$ cat src/hw/rtl/gumbel_max_argmax_sampler_defines.svh
// Assertion macros for the Gumbel-max sampler.
`ifndef GUMBEL_MAX_ARGMAX_SAMPLER_DEFINES_SVH
`define GUMBEL_MAX_ARGMAX_SAMPLER_DEFINES_SVH
// Implication checked on every rising clock edge outside reset.
`define GMS_ASSERT_IMP(lbl, ante, cons, msg) \
    lbl: assert property (@(posedge clk) disable iff (!rst_n) (ante) |-> (cons)) \
        else $error(msg);
// Next-cycle implication.
`define GMS_ASSERT_NEXT(lbl, ante, cons, msg) \
    lbl: assert property (@(posedge clk) disable iff (!rst_n) (ante) |=> (cons)) \
        else $error(msg);
`endif

$ cat src/hw/rtl/gms_pkg.sv
// Package: widths, constants, word layouts and float helpers for the Gumbel-max sampler.
package gms_pkg;
    localparam int TableAddrBitsDef = 16;
    localparam int IndexBitsDef     = 18;
    localparam int AddrFieldBits    = 16;
    localparam int SeedBits         = 16;
    localparam logic [31:0] NegInfBits = 32'hFF80_0000;
    localparam logic [31:0] QNanBits   = 32'h7FC0_0000;
    localparam logic MODE_WRITE = 1'b0;
    localparam logic MODE_SCORE = 1'b1;

    // input word: mode, table_addr, value_bits, row_seed, last_in_row
    typedef struct packed {
        logic                     mode;
        logic [AddrFieldBits-1:0] table_addr;
        logic [31:0]              value_bits;
        logic [SeedBits-1:0]      row_seed;
        logic                     last_in_row;
    } in_word_t;

    // result word: best_index, best_score_bits
    typedef struct packed {
        logic [IndexBitsDef-1:0] best_index;
        logic [31:0]             best_score_bits;
    } out_word_t;

    function automatic logic is_nan(input logic [31:0] f);
        is_nan = (f[30:23] == 8'hFF) && (f[22:0] != 23'd0);
    endfunction

    // a > b in IEEE order, false on NaN, +0 == -0.
    function automatic logic fp_gt(input logic [31:0] a, input logic [31:0] b);
        logic az;
        logic bz;
        az = (a[30:0] == 31'd0);
        bz = (b[30:0] == 31'd0);
        if (is_nan(a) || is_nan(b))       fp_gt = 1'b0;
        else if (az && bz)                fp_gt = 1'b0;
        else if (!a[31] && b[31])         fp_gt = 1'b1;
        else if (a[31] && !b[31])         fp_gt = 1'b0;
        else if (!a[31])                  fp_gt = a[30:0] > b[30:0];
        else                              fp_gt = a[30:0] < b[30:0];
    endfunction
endpackage

$ cat src/hw/rtl/gms_fp_add.sv
// Two-stage IEEE single adder, round to nearest even.
module gms_fp_add
(
    input  logic        clk,
    input  logic        rst_n,
    input  logic        en,
    input  logic [31:0] a,
    input  logic [31:0] b,
    output logic [31:0] sum
);
    // stage 1: order operands, align
    logic [31:0] big;
    logic [31:0] sml;
    logic [7:0]  eb;
    logic [7:0]  es;
    logic [23:0] mb;
    logic [23:0] ms;
    logic [8:0]  sh;
    logic [26:0] msal;
    logic [49:0] wide;
    logic        special;
    logic [31:0] special_val;

    logic [26:0] mb_reg;
    logic [26:0] ms_reg;
    logic [7:0]  e_reg;
    logic        s_reg;
    logic        sub_reg;
    logic        special_reg;
    logic [31:0] special_val_reg;
    logic        vld_reg;

    always_comb
    begin
        if (a[30:0] >= b[30:0])
        begin
            big = a;
            sml = b;
        end
        else
        begin
            big = b;
            sml = a;
        end
        eb = big[30:23];
        es = sml[30:23];
        mb = {(eb != 8'd0), big[22:0]};
        ms = {(es != 8'd0), sml[22:0]};
        sh = {1'b0, (eb == 8'd0) ? 8'd1 : eb} - {1'b0, (es == 8'd0) ? 8'd1 : es};
        wide = {ms, 26'd0} >> ((sh > 9'd26) ? 9'd26 : sh);
        msal = {wide[49:24], (wide[23:0] != 24'd0)};
        special = 1'b0;
        special_val = 32'd0;
        if (gms_pkg::is_nan(a) || gms_pkg::is_nan(b))
        begin
            special = 1'b1;
            special_val = gms_pkg::QNanBits;
        end
        else if (eb == 8'hFF)
        begin
            special = 1'b1;
            special_val = (sml[30:23] == 8'hFF && sml[31] != big[31]) ?
                gms_pkg::QNanBits : big;
        end
        else if (a[30:0] == 31'd0 && b[30:0] == 31'd0)
        begin
            special = 1'b1;
            special_val = {a[31] & b[31], 31'd0};
        end
    end

    always_ff @(posedge clk)
    begin
        if (en)
        begin
            mb_reg          <= {mb, 3'd0};
            ms_reg          <= msal;
            e_reg           <= (eb == 8'd0) ? 8'd1 : eb;
            s_reg           <= big[31];
            sub_reg         <= a[31] ^ b[31];
            special_reg     <= special;
            special_val_reg <= special_val;
        end
    end

    always_ff @(posedge clk or negedge rst_n)
    begin
        if (!rst_n)
            vld_reg <= 1'b0;
        else if (en)
            vld_reg <= 1'b1;
    end

    // stage 2: add, normalize, round
    logic [27:0] raw;
    logic [4:0]  lz;
    logic [27:0] nrm;
    logic [9:0]  en_exp;
    logic [23:0] mant;
    logic [24:0] rnd;
    logic        lsb;
    logic        grd;
    logic        stk;
    logic [9:0]  fexp;
    logic [31:0] res;

    always_comb
    begin
        raw = sub_reg ? ({1'b0, mb_reg} - {1'b0, ms_reg}) : ({1'b0, mb_reg} + {1'b0, ms_reg});
        // priority leading-one search
        lz = 5'd28;
        for (int i = 0; i <= 27; i++)
        begin
            if (raw[i])
                lz = 5'(27 - i);
        end
        nrm = 28'd0;
        en_exp = 10'd0;
        if (raw[27])
        begin
            nrm = {1'b0, raw[27:2], raw[1] | raw[0]};
            en_exp = {2'b0, e_reg} + 10'd1;
        end
        else if ({5'd0, lz} - 10'd1 < {2'b0, e_reg} - 10'd1 || lz == 5'd1)
        begin
            nrm = raw << (lz - 5'd1);
            en_exp = {2'b0, e_reg} - {5'd0, lz} + 10'd1;
        end
        else
        begin
            nrm = raw << (e_reg - 8'd1);
            en_exp = 10'd0;
        end
        mant = nrm[26:3];
        lsb = nrm[3];
        grd = nrm[2];
        stk = nrm[1] | nrm[0];
        rnd = {1'b0, mant} + {24'd0, grd & (stk | lsb)};
        fexp = en_exp;
        if (rnd[24])
        begin
            fexp = en_exp + 10'd1;
            rnd = rnd >> 1;
        end
        else if (en_exp == 10'd0 && rnd[23])
            fexp = 10'd1;
        if (raw == 28'd0)
            res = 32'd0;
        else if (fexp >= 10'd255)
            res = {s_reg, 8'hFF, 23'd0};
        else
            res = {s_reg, fexp[7:0], rnd[22:0]};
        sum = special_reg ? special_val_reg : res;
    end

    `include "gumbel_max_argmax_sampler_defines.svh"
    `GMS_ASSERT_IMP(a_nan_out, special_reg && gms_pkg::is_nan(special_val_reg), gms_pkg::is_nan(sum), "nan lost")
    `GMS_ASSERT_IMP(a_zero_sum, vld_reg && !special_reg && raw == 28'd0, sum == 32'd0, "zero sign")
    `GMS_ASSERT_NEXT(a_vld, en, vld_reg, "stage invalid")
endmodule

$ cat config.mk
export PLATFORM = sky130hd
export DESIGN_NAME = gms_fp_add
export DESIGN_NICKNAME = d
export VERILOG_FILES = /design/src/hw/rtl/gms_pkg.sv /design/src/hw/rtl/gms_fp_add.sv
export VERILOG_INCLUDE_DIRS = /design/src /design/src/hw/rtl
export SDC_FILE = /design/constraint.sdc
export NUM_CORES = 1
export LEC_CHECK = 0
export ABC_CLOCK_PERIOD_IN_PS = 22800
export BUFFER_PORTS_ARGS = -buffer_cell sky130_fd_sc_hd__buf_2
export CORE_ASPECT_RATIO = 1.2
export CORE_MARGIN = 1
export CORE_UTILIZATION = 55
export DETAILED_ROUTE_END_ITERATION = 8
export PLACE_DENSITY = 0.77
export SKIP_CTS_REPAIR_TIMING = 1
export SLEW_MARGIN = 20
export SYNTH_ARGS = -nofsm -noshare
export SYNTH_HDL_FRONTEND = slang
export SYNTH_SLANG_ARGS = --single-unit
export TNS_END_PERCENT = 100
$ cat constraint.sdc
create_clock -name clk -period 22.8 [get_ports clk]
set_clock_uncertainty 0.2 [all_clocks]
set_input_delay 0 -clock clk [delete_from_list [all_inputs] [get_ports clk]]
set_output_delay 0 -clock clk [all_outputs]
set_load 0.005 [all_outputs]
Word level (Yosys, flattened, before mapping). Cells that the tools add are included.

Add/subtract/negate cells: 12. Order comparisons: 4. Equality and inequality tests: 6. Shifts and indexed selects: 3. Mux-type cells: 48. Bitwise gates (word level): 6. Reductions and logical operators: 19.

Operators with widths (number): $mux W32 (7); $mux W5 (27); $logic_not A31 Y1 (2); $mux W27 (2); $shr A50 B9 Y50 (1); $reduce_bool A23 Y1 (2); $mux W10 (4); $eq A8 B8 Y1 const B (4); $ge A31 B31 Y1 (1); $mux W31 (1); $add A27 B27 Y28 (1); $logic_not A28 Y1 (1); $mux W28 (1); $shl A28 B5 Y27 (1); $shl A28 B8 Y27 (1); $sub A27 B27 Y28 (1); $add A24 B1 Y25 (1); $reduce_bool A24 Y1 (1); $mux W23 (1); $logic_not A8 Y1 (2); $mux W8 (2); $reduce_bool A8 Y1 (2); $add A10 B1 Y10 const B (1); $add A9 B2 Y10 const B (1); other kinds (22) (30).

Register bits: 94. Input port bits: 67. Word-level logic and storage cells: 105.

Logic depth before layout (Yosys ltp). Gate-level depths: netlist of the first run.

Word-level depth: 46. Depth in mapped cells: 45. Depth with buffers taken out: 41.

Worst setup path after synthesis of the first run. OpenSTA, ideal clock, no wires.

Kind: register to output. From: register mb_reg[5]. To: output port sum[23]. Arrival time: 8.868 ns. Slack: 13.732 ns. Cell stages (with the launch flop): 44. Cell sequence: edfxtp_1 > ha_1 > clkbuf_1 > nor2b_1 > a2111o_1 > a21o_1 > a211o_1 > and3_1 > or2_1 > clkbuf_1 > nand2b_1 > o311a_1 > a21oi_1 > o21ai_0 > ha_1 > xor2_1 > clkbuf_1 > inv_1 > [... 8 more ...] > buf_2 > nor4b_2 > or3_1 > buf_2 > buf_2 > buf_2 > nand3_1 > o22ai_1 > ha_1 > and3_1 > clkbuf_1 > and3_1 > buf_2 > nand4_2 > o31a_1 > buf_6 > or3_1 > nand3_1.

Cells in the longest elaborated chain, start to end: 41. Elaborated cells between the ends (all ways): 53. Classes of those cells: add/sub: 8; order compare: 2; eq/ne: 1; shift: 2; mux: 33; bitwise: 3; reduce/logical: 4.

Ends and longest elaborated chain: from (decl) (RTL line gms_fp_add.sv:24) `logic [26:0] mb_reg;`; from (signal assigned) (RTL line gms_fp_add.sv:76) `mb_reg <= {mb, 3'd0};`; $add A27 B27 Y28 / $sub A27 B27 Y28 (equally long branches) (RTL line gms_fp_add.sv:109) `raw = sub_reg ? ({1'b0, mb_reg} - {1'b0, ms_reg}) : ({1'b0, mb_reg} + {1'b0, ms_reg});`; $mux W28 * (RTL line gms_fp_add.sv:109); $mux W5 (23 in a row) (RTL line gms_fp_add.sv:114) `if (raw[i])`; $sub A5 B1 Y6 (RTL line gms_fp_add.sv:124) `else if ({5'd0, lz} - 10'd1 < {2'b0, e_reg} - 10'd1 || lz == 5'd1)`; $lt A10 B10 Y1 (RTL line gms_fp_add.sv:124); $logic_or A1 B1 Y1 (RTL line gms_fp_add.sv:124); $mux W27 (RTL line gms_fp_add.sv:124); $mux W27 (RTL line gms_fp_add.sv:119) `if (raw[27])`; [... 3 more ...]; $add A24 B1 Y25 (RTL line gms_fp_add.sv:138) `rnd = {1'b0, mant} + {24'd0, grd & (stk | lsb)};`; $logic_and A1 B1 Y1 (RTL line gms_fp_add.sv:145) `else if (en_exp == 10'd0 && rnd[23])`; $mux W10 (RTL line gms_fp_add.sv:145); $mux W10 (RTL line gms_fp_add.sv:140) `if (rnd[24])`; $ge A10 B8 Y1 (RTL line gms_fp_add.sv:149) `else if (fexp >= 10'd255)`; $mux W31 (RTL line gms_fp_add.sv:149); $mux W32 * (RTL line gms_fp_add.sv:147) `if (raw == 28'd0)`; $mux W32 * (RTL line gms_fp_add.sv:153) `sum = special_reg ? special_val_reg : res;`; to (decl) (RTL line gms_fp_add.sv:9) `output logic [31:0] sum`.

Every way passes the cells marked *; elsewhere a longest branch is shown, timed or not.

Worst setup path after layout of the first run.
From: register mb_reg[3]. To: output port sum[24].

Cells in the longest elaborated chain, start to end: 43. Elaborated cells between the ends (all ways): 55. Classes of those cells: add/sub: 8; order compare: 2; eq/ne: 1; shift: 2; mux: 35; bitwise: 3; reduce/logical: 4.

Ends and longest elaborated chain (RTL line): $add A27 B27 Y28 / $sub A27 B27 Y28 (equally long branches) (gms_fp_add.sv:109); $mux W28 * (gms_fp_add.sv:109); $mux W5 (25 in a row) (gms_fp_add.sv:114); $sub A5 B1 Y6 (gms_fp_add.sv:124); $lt A10 B10 Y1 (gms_fp_add.sv:124); $logic_or A1 B1 Y1 (gms_fp_add.sv:124); $mux W27 (gms_fp_add.sv:124); $mux W27 (gms_fp_add.sv:119); [... 3 more ...]; $add A24 B1 Y25 (gms_fp_add.sv:138); $logic_and A1 B1 Y1 (gms_fp_add.sv:145); $mux W10 (gms_fp_add.sv:145); $mux W10 (gms_fp_add.sv:140); $ge A10 B8 Y1 (gms_fp_add.sv:149); $mux W31 (gms_fp_add.sv:149); $mux W32 * (gms_fp_add.sv:147); $mux W32 * (gms_fp_add.sv:153).

Marks and branches as above.

==> results of run 1 <==
metrics by stage:
step / std cells / setup slack (ns) / total power [W] / utilization [%]
detailed placement: 2306 / 10.20 / 0.00155 / 58.5
global route: 2360 / 8.68 / 0.00185 / 60.9
finish: 2360 / 9.28 / 0.00175 / 60.9
global placement: 2306 / 10.22 / 0.00154 / 58.5
CTS: 2322 / 9.75 / 0.00169 / 59.4
floorplan: 1956 / 13.73 / 0.00117 / -
cell type report:
cell class,instances,area share (%)
flip-flops and latches,94,17.1
clock buffers,10,1.39
repair buffers,159,6.36
clock inverters,6,0.228
inverters,120,2.73
multi-input cells,1631,69.6
well taps,340,2.58
power by group through the flow:
| stage | clock, W | combinational, W | sequential [W] |
|---|---|---|---|
| after floorplan | 0 | 0.000951 | 0.000221 |
| after global placement | 0 | 0.00131 | 0.000228 |
| after detailed placement | 0 | 0.00132 | 0.000229 |
| after CTS | 0.000142 | 0.00132 | 0.000226 |
| after global routing | 0.000147 | 0.00147 | 0.000228 |
| final | 0.000140 | 0.00138 | 0.000226 |
worst max path at each step:
| stage | endpoint | slack (ns) | cells past startpoint |
|---|---|---|---|
| floorplan | sum[23] | 13.73 | 43 |
| global placement | sum[9] | 10.22 | 35 |
| detailed placement | sum[24] | 10.20 | 35 |
| CTS | sum[24] | 9.75 | 34 |
| global route | sum[5] | 8.68 | 34 |
| finish | sum[24] | 9.28 | 34 |
cell usage in the layout (no fill, tap or decap), drive strengths merged, types with 25 or more instances in the layout:
master,instances
nor3,55
and3,26
a21o,44
o21ai,123
edfxtp,94
o31ai,25
nand2,181
nand4,40
inv,120
xor2,31
nor2b,25
a21oi,112
nor2,140
ha,110
nand3,54
a211oi,31
nor4,27
dlygate4sd3,38
mux2i,151
buf,121
cell families (layout without fill, tap and decap cells):
family	Yosys count	count (layout)	share of synthesized area, %
AND/OR/NAND/NOR	672	672	22.8
adder cells (fa/ha/maj)	113	113	9.51
other	1	22	0.0248
flip-flops	94	94	18.7
multiplexers	171	171	11.8
buffers and inverters	231	295	6.16
AO/OA/AOI/OAI	599	599	27.9
XOR/XNOR	54	54	3.13
layer usage:
metal  track usage, %  up-vias
met5                0        -
li1                 -     7514
met4             17.9        2
met3             4.34      147
met1             47.1     7750
met2             63.1      743
==> metrics.csv, run 1 <==
metric;value;unit
worstHoldEndpoint;mb_reg[9]$_DFFE_PP_;
p_per_area;106;nW/um^2
synth_most_common_cell;nand2_1;
synth.area.top_cells;edfxtp_1 (19%), mux2i_1 (10%), ha_1 (9.1%);
port_buffers;97;
rows;66;
synth.top_cells.by_count;nand2_1 (181), mux2i_1 (151), nor2_1 (138);
syn2layout_area_growth;9.13;%
min_path_cells;3;
clock-root-buffer;clkbuf_16;
final_hold_viol_count;7;
finalCritPeriodShare;59.3;%
leakage;6.78;nW
synth-seq-cells;94;
startpoint;mb_reg[3]$_DFFE_PP_;
synth_top_cell_by_area;edfxtp_1;
cts_sinks;94;
netlist_area;15100;um^2
tns;0;ns
final_nets;2195;
cap_violations;0;
startpoint_type;flip-flop;
period_needed;13.52;ns
synth_top_flop_cell;edfxtp_1;
grt_max_degree;73;
slew_viol_final;0;
path_clk_slew;0.06;ns
worstSetupPathType;flip-flop to output port;
synth_edf_count;94;
synthCells;1935;
postLayoutCellArea;16500;um^2
setup_viol;0;
htreeDepth;3;
die_y;184;um
cp.arrival;13.32;ns
pwr-share-clk;8.0;%
seqCellArea;2820;um^2
cts_tree;yes;
multi_input_area;11500;um^2
hold_start;a[6];
violations;hold timing;
placed_area;15800;um^2
timing.fmax;74.0;MHz
vias;16156;
drive_above_1_share;10.9;%
chipWidth;153;um
cp_num_buf_inv;2;
min_path_type;primary input to flip-flop;
nFillCells;2474;
drt_iter0_drc;1481;
num_io_pins;99;
p_int;0.000761;W
crit_family;compound AO/OA/AOI/OAI gates;
drc;0;
cp.required;22.60;ns
max_slew.worst_pin.slew;1.09;ns
via_per_inst;6.85;
p_sw;0.000988;W
crit_fanout;23;
wl_per_cell;22.5;um
wl_met3;3410;um
die_area;28100;um^2
yosysWarnings;0;
cp_slowest_cell;a32oi_2;
route.met2.wl;25200;um
switching_share;56.5;%
coreArea;27100;um^2
largest_register_ffs;32;
holdWs;-0.0778;ns
grt_use_total;37.2;%
drtAntennaViolNets;0;
peakVddDrop;0.0509;mV
overflow;0;
worst_setup_path_end_kind;output port;
dr.max_layer_used;met5;
async_reset_ff_share;0;%
cts_max_path_buffers;2;
seq_area_frac_synth;18.7;%
yosys.area.top_type_share;18.7;%
dr.pass1.iters;8;
p_comb_share;79.1;%
routed_wirelength;53200;um
wl_met1;22000;um
pwr-share-seq;12.9;%
diodes;0;
status;finished, violations left;
start_util;55.8;%
grt_pass1_vias;14834;
cts_made_buffers;9;
grt_pass1_wl;82300;um
routabilityCongestion;0.996;
ys_types;108;
antenna_found_initial;1;
syn_area_per_cell;7.81;um^2
slew_headroom;26.3;%
rsz0062_at_grt;no;
cpPeakStageDelay;0.88;ns
dp_hpwl;41400;um
No activity file was read; power rests on OpenSTA's default activity.
==> inputs of run 2 (changes only) <==
--- a/config.mk
+++ b/config.mk
@@ -6,7 +6,7 @@
 export SDC_FILE = /design/constraint.sdc
 export NUM_CORES = 1
 export LEC_CHECK = 0
-export ABC_CLOCK_PERIOD_IN_PS = 22800
+export ABC_CLOCK_PERIOD_IN_PS = 13500
 export BUFFER_PORTS_ARGS = -buffer_cell sky130_fd_sc_hd__buf_2
 export CORE_ASPECT_RATIO = 1.2
 export CORE_MARGIN = 1
==> constraint.sdc (replaced) <==
create_clock -name clk -period 13.5 [get_ports clk]
set_clock_uncertainty 0.2 [all_clocks]
set_input_delay 0 -clock clk [delete_from_list [all_inputs] [get_ports clk]]
set_output_delay 0 -clock clk [all_outputs]
set_load 0.005 [all_outputs]
==> metrics.csv, run 2 (synthesis results as in run 1) <==
metric;value;unit;change
p_sw;0.00173;W;was 0.000988 W
overflow;0;;unchanged
pwr-share-clk;9.1;%;was 8.0%
p_int;0.00133;W;was 0.000761 W
grt_pass1_vias;15023;;was 14834
largest_register_ffs;32;;unchanged
rsz0062_at_grt;no;;unchanged
crit_path_frequent_cell;o21ai_0;;
cts_sinks;94;;unchanged
crit_fanout;35;;was 23
cp_slowest_cell;ha_1;;was a32oi_2
status;finished, violations left;;unchanged
drc;0;;unchanged
dp.cells;2314;;was 2306
p_comb_share;78.4;%;was 79.1%
tns;0;ns;unchanged
final_cell_mix;nand2_1 (181), mux2i_1 (151), nor2_1 (137);;unchanged
power;0.00306;W;was 0.00175 W
grt_use_total;37.7;%;was 37.2%
drt_iter0_drc;1666;;was 1481
nFillCells;2422;;was 2474
antenna_found_initial;0;;was 1
grt_max_degree;70;;was 73
peakVddDrop;0.118;mV;was 0.0509 mV
grt_pass1_wl;83000;um;was 82300 um
drive_above_1_share;11.4;%;was 10.9%
start_util;55.8;%;unchanged
final_common_cell;nand2_1;;unchanged
startpoint;ms_reg[0]$_DFFE_PP_;;was mb_reg[3]$_DFFE_PP_
wl_per_cell;22.8;um;was 22.5 um
max_slew.worst_pin.slew;1.10;ns;was 1.09 ns
dp_hpwl;41900;um;was 41400 um
routabilityCongestion;1.02;;was 0.996
holdWs;-0.0482;ns;was -0.0778 ns
worstSetupPathType;flip-flop to output port;;unchanged
worst_setup_path_end_kind;output port;;unchanged
finalCritPeriodShare;93.8;%;
dr.pass1.iters;6;;was 8
port_buffers;97;;unchanged
htreeDepth;3;;unchanged
cp.required;13.30;ns;was 22.60 ns
slew_headroom;26.3;%;about the same
pwr-share-seq;12.5;%;was 12.9%
violations;hold timing;;unchanged
routed_wirelength;54100;um;was 53200 um
via_per_inst;6.80;;was 6.85
die_area;28100;um^2;unchanged
slew_viol_final;0;;unchanged
min_path_type;primary input to flip-flop;;unchanged
rows;66;;unchanged
period_needed;12.66;ns;
leakage;6.85;nW;was 6.78 nW
switching_share;56.4;%;was 56.5%
pre_cts_ws;1.61;ns;was 10.20 ns
startpoint_type;flip-flop;;unchanged
cp.arrival;12.46;ns;was 13.32 ns
final_hold_viol_count;5;;was 7
path_clk_slew;0.07;ns;was 0.06 ns
vias;16140;;was 16156
cts_max_path_buffers;2;;unchanged
timing.fmax;79.0;MHz;
cts_made_buffers;9;;unchanged
p_per_area;184;nW/um^2;was 106 nW/um^2
clock-root-buffer;clkbuf_16;;unchanged
fin_ws;0.835;ns;was 9.28 ns
num_io_pins;99;;unchanged
chipWidth;153;um;unchanged
diodes;0;;unchanged
cap_violations;0;;unchanged
final_nets;2208;;was 2195
drtAntennaViolNets;0;;unchanged
hold_start;a[6];;unchanged
fin_cells;2373;;was 2360
coreArea;27100;um^2;unchanged
setup_viol;0;;unchanged
die_y;184;um;unchanged
syn2layout_area_growth;10.2;%;was 9.13%
cts_tree;yes;;unchanged
cpPeakStageDelay;0.82;ns;was 0.88 ns
==> run 2: area by class of cell <==
class / instances / area, um^2 / share of cell area, %
clock buffers: 9 / 225 / 1.35
clock inverters: 7 / 90.1 / 0.541
inverters: 120 / 450 / 2.71
multi-input cells: 1631 / 11500 / 68.9
flip-flops and latches: 94 / 2820 / 17.0
well taps: 340 / 425 / 2.56
repair buffers: 172 / 1160 / 6.96
==> run 2: worst paths after layout <==
kind / to / slack, ns / cells after the start
worst max-delay path: sum[24] / 0.84 / 35
worst min-delay path: mb_reg[9]$_DFFE_PP_ / -0.05 / 3
==> run 2: worst max-delay path, delay by kind of cell (launching register included) <==
| family | cells | cell delay [ns] |
|---|---|---|
| AOI/OAI and AO/OA | 16 | 5.11 |
| and+or+nand+nor | 10 | 3.24 |
| adders and majority gates | 3 | 1.52 |
| buffers and inverters | 5 | 1.24 |
| DFF | 1 | 0.52 |
| muxes | 1 | 0.43 |
==> run 2: per-stage QoR <==
stage | instance area (um^2) | utilization (%)
final | 16600 | 61.5
after global routing | 16600 | 61.5
after CTS | 16200 | 59.9
after detailed placement | 15900 | 58.7
after global placement | 15900 | 58.7
after floorplan | 15200 | -
==> run 2: metal layers <==
layer	wire length (um)	vias to the layer above	global-route usage, %	part of all wire (%)
li1	-	7527	-	-
met4	2900	0	20.8	5.4
met1	21700	7631	46.2	40
met2	26000	790	65.5	48
met5	0	-	0	0
met3	3480	192	3.35	6.4
==> run 2: power by group through the flow <==
stage | Combinational [W] | Clock [W] | Sequential, W
floorplan | 0.00161 | 0 | 0.000373
global placement | 0.00227 | 0 | 0.000386
detailed placement | 0.00228 | 0 | 0.000388
CTS | 0.00229 | 0.000279 | 0.000382
global route | 0.00255 | 0.000288 | 0.000386
finish | 0.00240 | 0.000277 | 0.000383
==> inputs of run 3 (changes only) <==
--- a/config.mk
+++ b/config.mk
@@ -10,9 +10,9 @@
 export BUFFER_PORTS_ARGS = -buffer_cell sky130_fd_sc_hd__buf_2
 export CORE_ASPECT_RATIO = 1.2
 export CORE_MARGIN = 1
-export CORE_UTILIZATION = 55
+export CORE_UTILIZATION = 45
 export DETAILED_ROUTE_END_ITERATION = 8
-export PLACE_DENSITY = 0.77
+export PLACE_DENSITY = 0.66
 export SKIP_CTS_REPAIR_TIMING = 1
 export SLEW_MARGIN = 20
 export SYNTH_ARGS = -nofsm -noshare
==> metrics.csv, run 3 (synthesis results as in run 1) <==
metric;value;unit;change
crit_family;compound AO/OA/AOI/OAI gates;;unchanged
cts_max_path_buffers;2;;unchanged
fin_cells;2489;;was 2373
largest_register_ffs;32;;unchanged
final_hold_viol_count;8;;was 5
final_cell_mix;nand2_1 (181), mux2i_1 (151), nor2_1 (137);;unchanged
num_io_pins;99;;unchanged
cts_made_buffers;9;;unchanged
grt_max_degree;73;;was 70
hold_start;b[25];;was a[6]
drt_iter0_drc;1320;;was 1666
wl_per_cell;21.8;um;was 22.8 um
final_common_cell;nand2_1;;unchanged
slew_viol_final;0;;unchanged
diodes;0;;unchanged
max_slew.worst_pin.slew;1.18;ns;was 1.10 ns
slew_headroom;19.3;%;was 26.3%
violations;hold timing;;unchanged
die_y;203;um;was 184 um
via_per_inst;6.31;;was 6.80
vias;15707;;was 16140
cp_slowest_cell;a2111oi_2;;was ha_1
clock-root-buffer;clkbuf_16;;unchanged
tns;0;ns;unchanged
rows;73;;was 66
worstHoldEndpoint;e_reg[2]$_DFFE_PP_;;was mb_reg[9]$_DFFE_PP_
cap_violations;0;;unchanged
final_nets;2214;;was 2208
grt_pass1_wl;83900;um;was 83000 um
cts_tree;yes;;unchanged
cts_sinks;94;;unchanged
grt_pass1_vias;14726;;was 15023
holdWs;-0.0384;ns;was -0.0482 ns
dp.cells;2425;;was 2314
chipWidth;169;um;was 153 um
cp_num_buf_inv;6;;was 5
routabilityCongestion;0.984;;was 1.02
start_util;45.7;%;was 55.8%
dr.pass1.iters;6;;unchanged
cp.arrival;12.13;ns;was 12.46 ns
die_area;34300;um^2;was 28100 um^2
path_clk_slew;0.07;ns;about the same
drc;0;;unchanged
syn2layout_area_growth;11.3;%;was 10.2%
antenna_found_initial;0;;unchanged
crit_fanout;14;;was 35
drtAntennaViolNets;0;;unchanged
critical_path_depth;37;;was 35
cpPeakStageDelay;0.62;ns;was 0.82 ns
nFillCells;3268;;was 2422
period_needed;12.33;ns;was 12.66 ns
overflow;0;;unchanged
p_per_area;181;nW/um^2;was 184 nW/um^2
peakVddDrop;0.0842;mV;was 0.118 mV
postLayoutCellArea;16800;um^2;was 16600 um^2
rsz0062_at_grt;no;;unchanged
dp_hpwl;43000;um;was 41900 um
leakage;6.87;nW;was 6.85 nW
startpoint_type;flip-flop;;unchanged
cp.required;13.30;ns;about the same
port_buffers;97;;unchanged
htreeDepth;3;;unchanged
fin_ws;1.17;ns;was 0.835 ns
pre_cts_ws;1.92;ns;was 1.61 ns
min_path_cells;5;;was 3
drive_above_1_share;11.4;%;about the same
routed_wirelength;54300;um;was 54100 um
worstSetupPathType;flip-flop to output port;;unchanged
setup_viol;0;;unchanged
status;finished, violations left;;unchanged
worst_setup_path_end_kind;output port;;unchanged
finalCritPeriodShare;91.3;%;was 93.8%
grt_use_total;31.4;%;was 37.7%
placed_area;16000;um^2;was 15900 um^2
min_path_type;primary input to flip-flop;;unchanged
timing.fmax;81.1;MHz;was 79.0 MHz
coreArea;33100;um^2;was 27100 um^2
run 3: final cells by class:
type | instances | area (um^2) | area share (%)
clock buffers | 9 | 225 | 1.34
inverters | 120 | 450 | 2.68
multi-input cells | 1631 | 11500 | 68.2
clock inverters | 7 | 67.6 | 0.402
repair buffers | 178 | 1220 | 7.23
flip-flops and latches | 94 | 2820 | 16.8
well taps | 450 | 563 | 3.35
run 3: worst max-delay path by stage:
stage                              from  endpoint  slack, ns
floorplan           mb_reg[5]$_DFFE_PP_   sum[23]       4.43
global placement    ms_reg[0]$_DFFE_PP_   sum[20]       1.99
detailed placement  ms_reg[0]$_DFFE_PP_   sum[24]       1.92
CTS                 ms_reg[0]$_DFFE_PP_   sum[24]       1.47
global route        ms_reg[0]$_DFFE_PP_   sum[24]       0.52
finish              ms_reg[0]$_DFFE_PP_   sum[24]       1.17
run 3: report_power, final:
part	internal, W	total, W	switching (W)	leakage (nW)
Clock	0.000129	0.000256	0.000127	0.133
Sequential	0.000355	0.000382	0.0000265	0.909
Combinational	0.000833	0.00241	0.00158	5.83
run 3: routing by layer:
metal | global-route usage, % | vias to the layer above | part of all wire, %
li1 | - | 7537 | -
met1 | 38.2 | 7437 | 41
met2 | 53.5 | 578 | 48
met3 | 3.22 | 155 | 4.7
met4 | 18.3 | 0 | 6.0
met5 | 0 | - | 0
run 3: through the flow:
stage / hold slack [ns] / utilization, % / total power, W
floorplan: -0.0875 / - / 0.00198
global placement: 0.157 / 48.5 / 0.00271
detailed placement: 0.170 / 48.5 / 0.00270
CTS: -0.217 / 49.4 / 0.00296
global route: -0.00265 / 50.9 / 0.00322
finish: -0.0384 / 50.9 / 0.00305
